<file path="src/rtl/core/iirst_cell.sv">
// One delay-line cell: holds a sample and passes it to its neighbor on a shift.
module iirst_cell #(
   parameter int SAMPLE_WIDTH = 16
) (
   input  logic                           clock,
   input  logic                           reset,
   input  logic                           shift_en,
   input  logic signed [SAMPLE_WIDTH-1:0] sample_in,
   output logic signed [SAMPLE_WIDTH-1:0] sample_out
);

   logic signed [SAMPLE_WIDTH-1:0] sample_ff;
   logic signed [SAMPLE_WIDTH-1:0] sample_in_d;

   // Take the neighbor's sample on a shift, otherwise hold.
   assign sample_in_d = shift_en ? sample_in : sample_ff;

   always_ff @(posedge clock) begin
      if (reset) begin
         sample_ff <= '0;
      end else begin
         sample_ff <= sample_in_d;
      end
   end

   assign sample_out = sample_ff;

endmodule

</file>
<file path="config.mk">
export PLATFORM = sky130hd
export DESIGN_NAME = iirst_cell
export DESIGN_NICKNAME = d
export VERILOG_FILES = /design/src/rtl/core/iirst_cell.sv
export SDC_FILE = /design/constraint.sdc
export NUM_CORES = 1
export LEC_CHECK = 0
export BUFFER_PORTS_ARGS = -buffer_cell sky130_fd_sc_hd__clkbuf_2
export CAP_MARGIN = 20
export CORE_UTILIZATION = 28
export CTS_BUF_LIST = sky130_fd_sc_hd__clkbuf_4 sky130_fd_sc_hd__clkbuf_8
export DETAILED_ROUTE_END_ITERATION = 10
export GPL_TIMING_DRIVEN = 0
export PLACE_DENSITY = 0.67
export SYNTH_ARGS = -nofsm -noshare
export SYNTH_HDL_FRONTEND = slang
export SYNTH_SLANG_ARGS = --single-unit
</file>
<file path="constraint.sdc">
create_clock -name clock -period 0.8 [get_ports clock]
set_input_delay 0.12 -clock clock [delete_from_list [all_inputs] [get_ports clock]]
set_output_delay 0.12 -clock clock [all_outputs]
set_load 0.01 [all_outputs]
</file>
==> out/results.ini <==
[outcome]
status = finished with violations
violations = setup timing

[final_layout]
drive_above_1_share_pct = 63.3
largest_register_ffs = 16
syn_to_final_growth_pct = 62.9
n_fill_cell = 207
diodes = 0
final_net_count = 110
post-route-util_pct = 48.2
stdcell_area_um2 = 946

[pwr]
power_density_nw_per_um2 = 1780
power_frac_seq_pct = 52.5
power_w = 0.00169
intPower_w = 0.00131
p_sw_w = 0.000376
power.leakage_nw = 0.478
combinationalPowerShare_pct = 17.3
p_clk_share_pct = 30.2
peakVddDrop_mv = 0.995
swShare_pct = 22.3

[clocking]
cts_buffer_depth = 2
cts_root_buf = clkbuf_4
clkSlewWorstSetupHoldPaths_ns = 0.09
cts_buffers = 3
clkLatencyLatePin_ns = 0.27
htree_levels = 1
cts_sinks = 16
cts_tree = yes

[global_route]
antenna_found_initial = 0
grt_use_total_pct = 10.4
first_global_vias = 390
grt_max_degree = 11
grt_pass1_wl_um = 1560
grt-ovfl-total = 0

[route]
dr.pass1.iters = 2
antenna_left = 0
wl_um = 1240
post-route-drc-count = 0
drt-wirelength-per-cell_um = 10.6
viasPerCell = 4.15
num_vias = 486
first_iter_violations = 1

[sta]
totalNegativeSetupSlack_ns = -0.597
worst_slack_ns = -0.0462
clock_skew_ns = 0
setup_violations = 16
tightest_slew_ns = 0.294
maxSlewHeadroom_pct = 80.4
holdWs_ns = 0.0694
drv_slew = 0
grt_setup_unrepaired = true
fmax_mhz = 1180
fin_crit_sh_pct = 106
final-hold-violation-count = 0
period_needed_ns = 0.846

[die]
die_h_um = 47.5
rows = 16
die_area_um2 = 2260
num_io_pins = 35
die_x_um = 47.5
initial_core_util_pct = 29.6
core_um2 = 1960

[placed_design]
post-dp-hpwl_um = 846
post_dp_cell_area_um2 = 774
port_buffers = 32
place.gp.congestion = 0.577

[logic_synthesis]
synth_area_leaders = dfxtp_1 55%, mux2i_1 28%, nor2_1 10%, buf_12 3.4%, buf_6 1.9%
synth_top_area_share_pct = 55.2
synthesis.nets = 71
synthTopCellsByCount = 16 x dfxtp_1, 16 x mux2i_1, 16 x nor2_1
ys_async_sr_fraction_pct = 0
yosys.area.top_type = dfxtp_1
yosysSeqAreaShare_pct = 55.2
synth_area_per_cell_um2 = 11.2
ys_types = 7
yosys_warnings = 0
syn_inst = 52
syn-cell-area_um2 = 581
synth_seq_cells = 16
synth_edf_count = 0
ys.flop_type = dfxtp_1

[worst_setup_path]
slowest_stage = dfxtp_2
cp_cell_sequence = buf_6
crit_family = flip-flops
end_kind = output port
worstPathRequired_ns = 0.68
crit_buf_inv = 1
start_kind = flip-flop
critical_path_class = flip-flop to output port
crit_arrival_ns = 0.73
crit_fanout = 2
cpPeakStageDelay_ns = 0.34

[flow_run]
cap_violations = 0

[min_path]
hold_path_class = primary input to flip-flop

## placed cells by master (no fill, tap or decap), drive strengths merged
master  instances
buf            22
clkbuf         20
nor2           16
mux2i          16
dfxtp          16
## worst min-delay path, cell delays in order
cell and delay [ns]:
clkbuf_2 0.07, mux2i_1 0.05, nor2_1 0.07
## cells by family (layout without fill, tap and decap cells)
family / after synthesis / in the layout / share of synthesized area (%)
and+or+nand+nor: 16 / 16 / 10.3
buffers and inverters: 4 / 42 / 6.90
DFF: 16 / 16 / 55.2
muxes: 16 / 16 / 27.6
## power groups by stage
stage / clock network, W / logic (W) / registers (W)
after floorplan: 0 / 0.000109 / 0.000907
after global placement: 0 / 0.000228 / 0.000882
after detailed placement: 0 / 0.000232 / 0.000885
after CTS: 0.000541 / 0.000241 / 0.000876
after global routing: 0.000570 / 0.000321 / 0.000892
final: 0.000510 / 0.000291 / 0.000886
## metrics by stage
| step | worst slack (ns) | cells |
|---|---|---|
| final | -0.0462 | 117 |
| after global routing | -0.0877 | 117 |
| after CTS | -0.0739 | 117 |
| after detailed placement | -0.0603 | 111 |
| after global placement | -0.0501 | 111 |
| after floorplan | 0.0976 | 52 |
## final timing paths
kind	start	end	slack, ns	cells past startpoint
worst max-delay path	sample_out[3]	sample_out[3]	-0.05	1
worst min-delay path	sample_in[1]	sample_out[1]	0.07	3
worst max register to register	sample_out[1]	sample_out[1]	0.07	3
worst min register to register	sample_out[14]	sample_out[14]	0.50	2
## final cells by class
class                      count  area [um2]  share of cell area (%)
buffer                         4        40.0                    4.23
clock buffer                   4        36.3                    3.84
multi-input combinational     32         220                    23.3
sequential                    16         340                    36.0
tap                           27        33.8                    3.57
timing repair buffer          34         275                    29.1
## timing repair
action / CTS / global route
endpoints found under the setup margin: 16 / 16
setup buffers: 2 / 0
hold buffers: 0 / 0
resized for setup: 16 / 32
## per-layer routing
metal / GRT usage, % / share of wire, % / vias up
met2: 16.4 / 49 / 22
met4: 8.33 / 1.5 / 0
met1: 12.0 / 43 / 217
li1: - / - / 245
met5: 0 / 0 / -
met3: 2.64 / 6.2 / 2
Note: power is estimated with default switching activity, not from simulation.
